**src/hdl/rd32_pkg.sv**
```systemverilog
`timescale 1ns / 1ps
// ----------------------------------------------------------------------------
// rd32_pkg
// shared types and constants of the 32-bit range decoder
// ----------------------------------------------------------------------------
package rd32_pkg;

  localparam int QUEUE_DEPTH_DEF = 16;

  typedef enum logic [1:0] {
    CMD_PUSH   = 2'd0,
    CMD_START  = 2'd1,
    CMD_QUERY  = 2'd2,
    CMD_DECODE = 2'd3
  } cmd_t;

  localparam logic [31:0] TOP_MASK  = 32'hFF00_0000;
  localparam logic [31:0] GAP_WIDE  = 32'h0001_0000;
  localparam logic [31:0] GAP_MID   = 32'h0000_1000;
  localparam logic [31:0] MID_DELTA = 32'h0000_00FF;
  localparam logic [31:0] LOW_INIT  = 32'h0000_0001;
  localparam logic [31:0] HIGH_INIT = 32'hFFFF_FFFF;
  localparam int          RENORM_ROUNDS = 64;

  // command entry between front and back
  typedef struct packed {
    cmd_t        cmd;
    logic [7:0]  byte_in;
    logic [15:0] total;
    logic [15:0] lo_cum;
    logic [15:0] hi_cum;
  } op_t;

  // queue status: full flag and level
  typedef struct packed {
    logic       full;
    logic [4:0] level;
  } qstat_t;

endpackage

```
**src/hdl/range_decoder_32bit_unit.sv**
```systemverilog
`timescale 1ns / 1ps
// ----------------------------------------------------------------------------
// range_decoder_32bit_unit
// 32-bit byte-renormalizing range decoder with an input byte queue
// ----------------------------------------------------------------------------
// Each item gives exactly one result, in order. Pushes travel through the same
// command queue as the other commands and write the byte queue only when the
// back part reaches them, so every result shows the byte queue as it stands
// right after its own item. A push goes straight to its result, a start loads
// four code bytes, a query runs up to two divisions on the one-bit-per-cycle
// divider, and a decode runs its renormalization rounds (at most 64). After
// each result the back part returns to idle before taking the next item. The
// front holds up to two items ahead while the back part works; a waiting result
// holds the back part only, and the input stalls once both entries are taken.
module range_decoder_32bit_unit #(
  parameter int QUEUE_DEPTH = rd32_pkg::QUEUE_DEPTH_DEF
) (
  input  logic        clk,
  input  logic        rst_n,
  input  logic        in_valid,
  output logic        in_stall,
  input  logic [1:0]  in_cmd,
  input  logic [7:0]  in_byte_in,
  input  logic [15:0] in_total,
  input  logic [15:0] in_lo_cum,
  input  logic [15:0] in_hi_cum,
  output logic        out_valid,
  input  logic        out_stall,
  output logic [15:0] out_symbol_count,
  output logic        out_query_done,
  output logic        out_arith_error,
  output logic        out_queue_full,
  output logic [4:0]  out_queue_level
);

  localparam int CW = $clog2(QUEUE_DEPTH + 1);

  rd32_pkg::op_t op_data;
  logic          op_valid, op_take, op_push_only, byte_pop;
  logic [7:0]    byte_data;
  logic [CW-1:0] byte_count;

  rd32_front #(.QUEUE_DEPTH(QUEUE_DEPTH)) u_front (
    .clk, .rst_n, .in_valid, .in_stall, .in_cmd, .in_byte_in, .in_total,
    .in_lo_cum, .in_hi_cum, .op_valid, .op_data, .op_push_only, .op_take,
    .byte_pop, .byte_data, .byte_count
  );

  rd32_back #(.QUEUE_DEPTH(QUEUE_DEPTH)) u_back (
    .clk, .rst_n, .op_valid, .op_data, .op_push_only, .op_take, .byte_pop,
    .byte_data, .byte_count, .out_valid, .out_stall, .out_symbol_count,
    .out_query_done, .out_arith_error, .out_queue_full, .out_queue_level
  );

endmodule

```
**src/hdl/rd32_front.sv**
```systemverilog
`timescale 1ns / 1ps
// ----------------------------------------------------------------------------
// rd32_front
// accepts items into a short command queue and holds the byte queue, which
// the back part fills and drains in item order
// ----------------------------------------------------------------------------
module rd32_front #(
  parameter int QUEUE_DEPTH = rd32_pkg::QUEUE_DEPTH_DEF
) (
  input  logic              clk,
  input  logic              rst_n,
  input  logic              in_valid,
  output logic              in_stall,
  input  logic [1:0]        in_cmd,
  input  logic [7:0]        in_byte_in,
  input  logic [15:0]       in_total,
  input  logic [15:0]       in_lo_cum,
  input  logic [15:0]       in_hi_cum,
  // command queue toward the back part
  output logic              op_valid,
  output rd32_pkg::op_t     op_data,
  output logic              op_push_only,
  input  logic              op_take,
  // byte reads from the back part
  input  logic              byte_pop,
  output logic [7:0]        byte_data,
  output logic [$clog2(QUEUE_DEPTH+1)-1:0] byte_count
);

  localparam int PW = $clog2(QUEUE_DEPTH);
  localparam int CW = $clog2(QUEUE_DEPTH + 1);

  logic [7:0]    mem [QUEUE_DEPTH];
  logic [PW-1:0] rd_ptr_r, wr_ptr_r, rd_ptr_nxt;
  logic [CW-1:0] cnt_r;
  logic [7:0]    head_r;

  // two-entry command queue; a push becomes an entry too so results stay in order
  rd32_pkg::op_t cq_data_r [2];
  logic [1:0]    cq_push_r;
  logic          cq_head_r, cq_tail_r;
  logic [1:0]    cq_cnt_r;

  logic acc, push_ok;

  assign in_stall = (cq_cnt_r == 2'd2);
  assign acc      = in_valid && !in_stall;

  assign op_valid     = (cq_cnt_r != 2'd0);
  assign op_data      = cq_data_r[cq_head_r];
  assign op_push_only = cq_push_r[cq_head_r];

  // a pushed byte lands in the byte queue when the back part takes its item, unless the queue is full
  assign push_ok    = op_take && op_push_only && (cnt_r < CW'(QUEUE_DEPTH));
  assign rd_ptr_nxt = (rd_ptr_r == PW'(QUEUE_DEPTH - 1)) ? '0 : rd_ptr_r + 1'b1;
  assign byte_data  = head_r;
  assign byte_count = cnt_r;

  // byte storage
  always_ff @(posedge clk) begin
    if (push_ok) begin
      mem[wr_ptr_r] <= op_data.byte_in;
    end
  end

  // registered head byte, refilled on each pop or on a push into an empty queue
  always_ff @(posedge clk) begin
    if (push_ok && cnt_r == '0) begin
      head_r <= op_data.byte_in;
    end else if (byte_pop) begin
      head_r <= mem[rd_ptr_nxt];
    end
  end

  // pointers and counts
  always_ff @(posedge clk) begin
    if (!rst_n) begin
      rd_ptr_r  <= '0;
      wr_ptr_r  <= '0;
      cnt_r     <= '0;
      cq_head_r <= 1'b0;
      cq_tail_r <= 1'b0;
      cq_cnt_r  <= '0;
      cq_push_r <= '0;
    end else begin
      if (push_ok) begin
        wr_ptr_r <= (wr_ptr_r == PW'(QUEUE_DEPTH - 1)) ? '0 : wr_ptr_r + 1'b1;
      end
      if (byte_pop) begin
        rd_ptr_r <= rd_ptr_nxt;
      end
      cnt_r <= cnt_r + CW'(push_ok) - CW'(byte_pop);
      if (acc) begin
        cq_tail_r            <= ~cq_tail_r;
        cq_push_r[cq_tail_r] <= (rd32_pkg::cmd_t'(in_cmd) == rd32_pkg::CMD_PUSH);
      end
      if (op_take) begin
        cq_head_r <= ~cq_head_r;
      end
      cq_cnt_r <= cq_cnt_r + 2'(acc) - 2'(op_take);
    end
  end

  always_ff @(posedge clk) begin
    if (acc) begin
      cq_data_r[cq_tail_r] <= '{cmd: rd32_pkg::cmd_t'(in_cmd), byte_in: in_byte_in,
                               total: in_total, lo_cum: in_lo_cum, hi_cum: in_hi_cum};
    end
  end

endmodule

```
**src/hdl/rd32_div.sv**
```systemverilog
`timescale 1ns / 1ps
// ----------------------------------------------------------------------------
// rd32_div
// restoring 32 by 32 unsigned divider, one quotient bit per cycle
// ----------------------------------------------------------------------------
module rd32_div (
  input  logic        clk,
  input  logic        rst_n,
  input  logic        start,
  input  logic [31:0] dividend,
  input  logic [31:0] divisor,
  output logic        done,
  output logic [31:0] quotient
);

  logic [31:0] q_r, d_r;
  logic [32:0] rem_r;
  logic [5:0]  cnt_r;
  logic        busy_r;
  logic [32:0] trial;
  logic [32:0] shifted;

  assign shifted  = {rem_r[31:0], q_r[31]};
  assign trial    = shifted - {1'b0, d_r};
  assign quotient = q_r;

  // iterate one bit per cycle
  always_ff @(posedge clk) begin
    if (!rst_n) begin
      busy_r <= 1'b0;
      done   <= 1'b0;
      cnt_r  <= '0;
    end else begin
      done <= 1'b0;
      if (start) begin
        busy_r <= 1'b1;
        cnt_r  <= 6'd32;
      end else if (busy_r) begin
        cnt_r <= cnt_r - 1'b1;
        if (cnt_r == 6'd1) begin
          busy_r <= 1'b0;
          done   <= 1'b1;
        end
      end
    end
  end

  always_ff @(posedge clk) begin
    if (start) begin
      q_r   <= dividend;
      d_r   <= divisor;
      rem_r <= '0;
    end else if (busy_r) begin
      if (!trial[32]) begin
        rem_r <= trial;
        q_r   <= {q_r[30:0], 1'b1};
      end else begin
        rem_r <= shifted;
        q_r   <= {q_r[30:0], 1'b0};
      end
    end
  end

endmodule

```
**src/hdl/rd32_back.sv**
```systemverilog
`timescale 1ns / 1ps
// ----------------------------------------------------------------------------
// rd32_back
// carries out start, query and decode on the interval state and renormalizes
// ----------------------------------------------------------------------------
module rd32_back #(
  parameter int QUEUE_DEPTH = rd32_pkg::QUEUE_DEPTH_DEF
) (
  input  logic               clk,
  input  logic               rst_n,
  input  logic               op_valid,
  input  rd32_pkg::op_t      op_data,
  input  logic               op_push_only,
  output logic               op_take,
  output logic               byte_pop,
  input  logic [7:0]         byte_data,
  input  logic [$clog2(QUEUE_DEPTH+1)-1:0] byte_count,
  output logic               out_valid,
  input  logic               out_stall,
  output logic [15:0]        out_symbol_count,
  output logic               out_query_done,
  output logic               out_arith_error,
  output logic               out_queue_full,
  output logic [4:0]         out_queue_level
);

  localparam int CW = $clog2(QUEUE_DEPTH + 1);

  typedef enum logic [3:0] {
    S_IDLE, S_START, S_DIV1, S_WAIT1, S_DIV2, S_WAIT2, S_MUL, S_DEC, S_RENORM, S_OUT
  } state_t;

  state_t        state_r;
  logic [31:0]   lo_r, hi_r, code_r, rq_r;
  logic [31:0]   prod_lo_r, prod_hi_r;
  logic [15:0]   total_r, lowc_r, highc_r, sym_r;
  logic          err_r;
  logic [2:0]    nb_r;
  logic [6:0]    round_r;
  logic          div_start;
  logic [31:0]   div_a, div_b, div_q;
  logic          div_done;
  logic [31:0]   gap, mid;
  logic          same_top, have_byte;
  logic [7:0]    nb_byte;

  assign gap       = hi_r - lo_r;
  assign mid       = {1'b0, hi_r[31:1]} + {1'b0, lo_r[31:1]};
  assign same_top  = ((hi_r & rd32_pkg::TOP_MASK) == (lo_r & rd32_pkg::TOP_MASK));
  assign have_byte = (byte_count != '0);
  assign nb_byte   = have_byte ? byte_data : 8'd0;
  assign op_take   = (state_r == S_IDLE) && op_valid;

  // divider operands depend on which division runs
  always_comb begin
    div_start = 1'b0;
    div_a     = hi_r - lo_r + 32'd1;
    div_b     = {16'd0, total_r};
    if (state_r == S_DIV1) begin
      div_start = 1'b1;
    end else if (state_r == S_DIV2) begin
      div_start = 1'b1;
      div_a     = code_r - lo_r;
      div_b     = rq_r;
    end
  end

  // byte read happens in start loading and in shift rounds of renormalization
  always_comb begin
    byte_pop = 1'b0;
    if (have_byte) begin
      if (state_r == S_START && nb_r != 3'd4) begin
        byte_pop = 1'b1;
      end else if (state_r == S_RENORM && round_r != 7'(rd32_pkg::RENORM_ROUNDS) &&
                   same_top) begin
        byte_pop = 1'b1;
      end
    end
  end

  rd32_div u_div (
    .clk      (clk),
    .rst_n    (rst_n),
    .start    (div_start),
    .dividend (div_a),
    .divisor  (div_b),
    .done     (div_done),
    .quotient (div_q)
  );

  // control sequencer with state and registered result
  always_ff @(posedge clk) begin
    if (!rst_n) begin
      state_r   <= S_IDLE;
      out_valid <= 1'b0;
      lo_r      <= rd32_pkg::LOW_INIT;
      hi_r      <= rd32_pkg::HIGH_INIT;
      code_r    <= '0;
      rq_r      <= '0;
    end else begin
      unique case (state_r)
        S_IDLE: begin
          if (op_valid) begin
            total_r <= op_data.total;
            lowc_r  <= op_data.lo_cum;
            highc_r <= op_data.hi_cum;
            sym_r   <= '0;
            err_r   <= 1'b0;
            if (op_push_only) begin
              state_r <= S_OUT;
            end else begin
              unique case (op_data.cmd)
                rd32_pkg::CMD_START: begin
                  rq_r    <= '0;
                  lo_r    <= rd32_pkg::LOW_INIT;
                  hi_r    <= rd32_pkg::HIGH_INIT;
                  code_r  <= '0;
                  nb_r    <= '0;
                  state_r <= S_START;
                end
                rd32_pkg::CMD_QUERY: begin
                  if (op_data.total == '0) begin
                    err_r   <= 1'b1;
                    state_r <= S_OUT;
                  end else begin
                    state_r <= S_DIV1;
                  end
                end
                default: state_r <= S_MUL;
              endcase
            end
          end
        end
        S_START: begin
          if (nb_r == 3'd4) begin
            state_r <= S_OUT;
          end else begin
            code_r <= {code_r[23:0], nb_byte};
            nb_r   <= nb_r + 1'b1;
          end
        end
        S_DIV1:  state_r <= S_WAIT1;
        S_WAIT1: begin
          if (div_done) begin
            rq_r <= div_q;
            if (div_q == '0) begin
              err_r   <= 1'b1;
              state_r <= S_OUT;
            end else begin
              state_r <= S_DIV2;
            end
          end
        end
        S_DIV2:  state_r <= S_WAIT2;
        S_WAIT2: begin
          if (div_done) begin
            sym_r   <= (div_q < {16'd0, total_r}) ? div_q[15:0] : total_r - 16'd1;
            state_r <= S_OUT;
          end
        end
        S_MUL: begin
          prod_lo_r <= rq_r * {16'd0, lowc_r};
          prod_hi_r <= rq_r * {16'd0, highc_r};
          state_r   <= S_DEC;
        end
        S_DEC: begin
          hi_r    <= lo_r + prod_hi_r - 32'd1;
          lo_r    <= lo_r + prod_lo_r;
          rq_r    <= '0;
          round_r <= '0;
          state_r <= S_RENORM;
        end
        S_RENORM: begin
          if (round_r == 7'(rd32_pkg::RENORM_ROUNDS)) begin
            state_r <= S_OUT;
          end else if (!same_top) begin
            if (gap >= rd32_pkg::GAP_WIDE) begin
              state_r <= S_OUT;
            end else if (gap > rd32_pkg::GAP_MID) begin
              hi_r <= mid + rd32_pkg::MID_DELTA;
              lo_r <= mid - rd32_pkg::MID_DELTA;
            end else begin
              hi_r <= mid;
              lo_r <= mid;
            end
            round_r <= round_r + 1'b1;
          end else begin
            code_r  <= {code_r[23:0], nb_byte};
            hi_r    <= {hi_r[23:0], 8'hFF};
            lo_r    <= ({lo_r[23:0], 8'h00} == '0) ? rd32_pkg::LOW_INIT
                                                   : {lo_r[23:0], 8'h00};
            round_r <= round_r + 1'b1;
          end
        end
        S_OUT: begin
          if (!out_valid) begin
            out_valid <= 1'b1;
          end else if (!out_stall) begin
            out_valid <= 1'b0;
            state_r   <= S_IDLE;
          end
        end
        default: state_r <= S_IDLE;
      endcase
    end
  end

  // result fields; queue level sampled when the result is raised
  always_ff @(posedge clk) begin
    if (state_r == S_OUT && !out_valid) begin
      out_symbol_count <= sym_r;
      out_query_done   <= (rq_r != '0);
      out_arith_error  <= err_r;
      out_queue_full   <= (byte_count >= CW'(QUEUE_DEPTH));
      out_queue_level  <= 5'(byte_count);
    end
  end

endmodule

```
**config.mk**
```make
export PLATFORM = sky130hd
export DESIGN_NAME = range_decoder_32bit_unit
export DESIGN_NICKNAME = d
export VERILOG_FILES = /design/src/hdl/rd32_pkg.sv /design/src/hdl/range_decoder_32bit_unit.sv /design/src/hdl/rd32_front.sv /design/src/hdl/rd32_div.sv /design/src/hdl/rd32_back.sv
export SDC_FILE = /design/constraint.sdc
export NUM_CORES = 2
export LEC_CHECK = 0
export ABC_AREA = 0
export BUFFER_PORTS_ARGS = -buffer_cell sky130_fd_sc_hd__buf_2
export CORE_ASPECT_RATIO = 1.25
export CORE_MARGIN = 5
export CORE_UTILIZATION = 46
export CTS_CLUSTER_DIAMETER = 150
export DETAILED_ROUTE_END_ITERATION = 10
export PLACE_DENSITY = 0.67
export SLEW_MARGIN = 20
export SYNTH_ARGS = -nofsm -noshare
export SYNTH_HDL_FRONTEND = slang
export SYNTH_SLANG_ARGS = --single-unit
```
**constraint.sdc**
```tcl
create_clock -name clk -period 6.66 [get_ports clk]
set_input_delay 0.333 -clock clk [delete_from_list [all_inputs] [get_ports clk]]
set_output_delay 0.333 -clock clk [all_outputs]
set_load 0.1 [all_outputs]
```
==> metrics.md <==
| Metric | Value |
|---|---|
| Status | `finished, final reports clean` |
| Synth Instances | `6434` |
| Avg WL per Cell | `23.24 µm` |
| Number of cells on the worst reg-to-reg path | `23` |
| Fin crit share | `0.9770` |
| Worst hold path depth | `4` |
| Avg Inst Size Synth | `9.594 µm²` |
| DRC Markers | `0` |
| Core ar. | `133600 µm²` |
| Die width | `337.6 µm` |
| Slew @ Worst Pin | `1085 ps` |
| Top FF cell, synth | `edfxtp_1` |
| Initial antenna violation count | `0` |
| Max incr delay on CP | `580 ps` |
| Drt first pass iters | `5` |
| Seq/Total Area, Yosys | `0.2956` |
| WL final | `196200 µm` |
| First-pass GRT wire length | `298100 µm` |
| Fin. max-slew vios | `0` |
| Sequential power share | `0.280` |
| Worst-path clk slew | `70 ps` |
| Die Y | `419.6 µm` |
| Worst-path maximum fanout | `6` |
| GRT overflow | `0` |
| Register area | `18270 µm²` |
| Worst Path Required | `7080 ps` |
| Worst skew pair latency | `710 ps` |
| Starting Density | `0.4619` |
| H-tree depth | `3` |
| CTS tree | `yes` |
| Most area-consuming cells after synthesis | `edfxtp_1, fa_1, ha_1` |
| Critical Path Start Type | `flip-flop` |
| Seq cells post-synth | `672` |
| Routability Congestion | `1.025` |
| P_sw | `10.02 mW` |
| Buffers on Ports | `87` |
| Max_slew headroom | `0.2717` |
| Number of top-level pins | `88` |
| Sw Share | `0.4510` |
| Multi-input gate area | `39020 µm²` |
| Util after Layout | `0.5186` |
| Comb pwr share | `0.513` |
| Power per Cell Area | `320.5 nW/µm²` |
| Filler cell count | `11970` |
| Layout cells sized above 1 | `0.1116` |
| Hold Vio Cnt, Final | `0` |
| Synth Cell Area | `61730 µm²` |
| Most flop-heavy register | `u_front.mem` |
| Peak VDD IR | `0.0003236 V` |
| Pint | `12.20 mW` |
| Pre-CTS setup slack | `-81.47 ps` |
| Most frequent cells after synthesis | `inv_1, nand2_1, fa_1` |
| Biggest regs | `u_front.mem: 128 flops, u_front.cq_data_r: 116 flops` |
| Clock Tree Buf Depth | `3` |
| Fmax | `153.7 MHz` |
| Largest area contributor in the netlist | `edfxtp_1` |
| Num rows | `150` |
| Setup CP Type | `flip-flop to flip-flop` |
| Slowest cell on crit path | `fa_1` |
| Num CTS Buffers | `74` |
| Post-route cell area | `69300 µm²` |
| CTS Sinks | `672` |
| RSZ-0062 raised after global routing | `yes` |
| Clock share of power | `0.206` |
| YS warnings | `0` |
| Final setup vio count | `0` |
| Critical path's most frequent cell | `fa_1` |
| Gr usage total | `0.2776` |
| Yosys top cell area share | `0.2330` |
| DP Area | `65560 µm²` |
| Initial drt markers | `4361` |
| Most numerous cell in the Yosys netlist | `inv_1` |
| Worst Setup End Kind | `flip-flop` |
| Fraction of registers with async set/reset | `0` |
| Vias in the first global route | `49140` |
| Static Leakage | `29.11 nW` |
| Area growth syn-to-layout | `12.28%` |
| Fin crit period | `6507 ps` |
| Via count | `48340` |
| Post-Syn Nets | `7499` |
| Net count reported at finish | `7700` |
| Worst Hold Class | `input port to flip-flop` |
| Max reg flops | `128` |
| DP Wirelength | `153700 µm` |
| Die area | `141700 µm²` |
| Cell chain of the critical path | `and2_1 > fa_1 > inv_2 > fa_1 > fa_1 > fa_1 > inv_2 > fa_1 > fa_1 > ha_4 > a21o_1 > a21o_1 > nor2_2 > o21ai_2 > a2111oi_2 > buf_4 > o31ai_2 > o41ai_2 > or2_4 > a311oi_1 > o21ai_1 > nand2b_1 > xor2_1` |
| Arrival time at the worst endpoint | `6920 ps` |
| Yosys cell types | `101` |
| Final worst slack | `153.2 ps` |
| EDFF count, synth | `479` |
| Via density | `5.724` |
| Pin count of the biggest net entering global routing | `74` |
| Worst Skew | `59.87 ps` |
| Root Driver | `clkbuf_16` |
| Max Cap Viol | `0` |
| Final ANT Viol Nets | `0` |
-- through the flow --
stage | std cells | TNS, ps | total power [mW] | hold WS (ps)
finish | 8444 | 0 | 22.21 | 109.0
detailed placement | 8228 | -116.5 | 17.27 | 407.1
global route | 8443 | -238.1 | 23.32 | 94.54
global placement | 8228 | 0 | 17.17 | 401.7
floorplan | 6434 | 0 | 13.50 | 400.3
CTS | 8422 | 0 | 21.97 | 74.54
-- worst paths after layout --
check	startpoint	end	slack (ps)
setup / recovery	u_back.lowc_r[6]	u_back.prod_lo_r[30]	150
hold / removal	out_stall	u_back.out_valid	110
setup reg to reg	u_back.lowc_r[6]	u_back.prod_lo_r[30]	150
hold reg to reg	u_back.sym_r[14]	u_back.out_symbol_count[14]	420
-- metal layers --
layer  part of all wire  up-vias  global-route usage  wire [µm]
li1                   -    21840                   -          -
met1               0.38    23950              0.3433      75240
met2               0.47     2003              0.4565      92180
met3              0.071      550             0.04396      13920
met4              0.076        0              0.1724      14880
met5                  0        -                   0          0
-- layout make-up --
| type | instances | area share |
|---|---|---|
| multi-input combinational | 4497 | 0.5630 |
| clock buffer | 90 | 0.02885 |
| antenna | 1 | 0.00003611 |
| inverter | 946 | 0.05127 |
| tap | 1748 | 0.03156 |
| sequential | 672 | 0.2636 |
| clock inverter | 46 | 0.01069 |
| timing repair buffer | 444 | 0.05104 |
-- critical path: cells and delay by family (launching register included) --
kind / cells / cell delay [ps]
simple gates: 4 / 620
xor+xnor: 1 / 140
fa+ha+maj: 7 / 3200
flops: 1 / 510
buf+inv: 3 / 250
compound gates: 8 / 1500
-- layout by cell type (no fill, tap or decap), types with 20 or more instances in the layout --
cell / n
a221oi_1: 43
fa_1: 612
a22oi_1: 48
a21oi_1: 321
or2_2: 20
xor2_1: 110
nor3_1: 80
o21bai_1: 32
mux2_2: 65
a21o_1: 86
and3_1: 50
nand3_1: 121
dfxtp_1: 178
dlygate4sd3_1: 58
a211oi_1: 31
mux2i_1: 61
clkbuf_16: 76
nor2b_1: 42
inv_1: 939
edfxtp_1: 479
o21a_1: 37
buf_4: 268
a31oi_1: 39
nand2_1: 732
and2_1: 317
o211ai_1: 23
nand4_1: 41
nor2_1: 313
or3_1: 31
o21ai_0: 169
nand2b_1: 50
ha_1: 383
mux4_2: 40
buf_2: 88
nor4_1: 44
xnor2_1: 248
-- cell families after synthesis --
family | count (synthesis) | synth area share
compound gates | 1036 | 0.1103
xor+xnor | 358 | 0.05080
fa+ha+maj | 1003 | 0.2781
buf+inv | 1265 | 0.07761
flops | 672 | 0.2956
mux | 167 | 0.03653
simple gates | 1933 | 0.1510
-- power by group through the flow --
stage          clock (mW)  sequential, mW  combinational (mW)
2_1_floorplan           0            5.88                7.62
3_3_place_gp            0            6.24                10.9
3_5_place_dp            0            6.26                11.0
4_1_cts              4.66            6.18                11.1
5_1_grt              4.84            6.23                12.2
6_report             4.58            6.22                11.4
-- what timing repair did --
action	CTS	global route
gates resized for setup	3	66
endpoints found under the hold margin	118	0
buffers inserted	0	21
endpoints found under the setup margin	3	9
pin swaps	0	37
hold buffers	58	0
(Power assumes the default switching activity.)
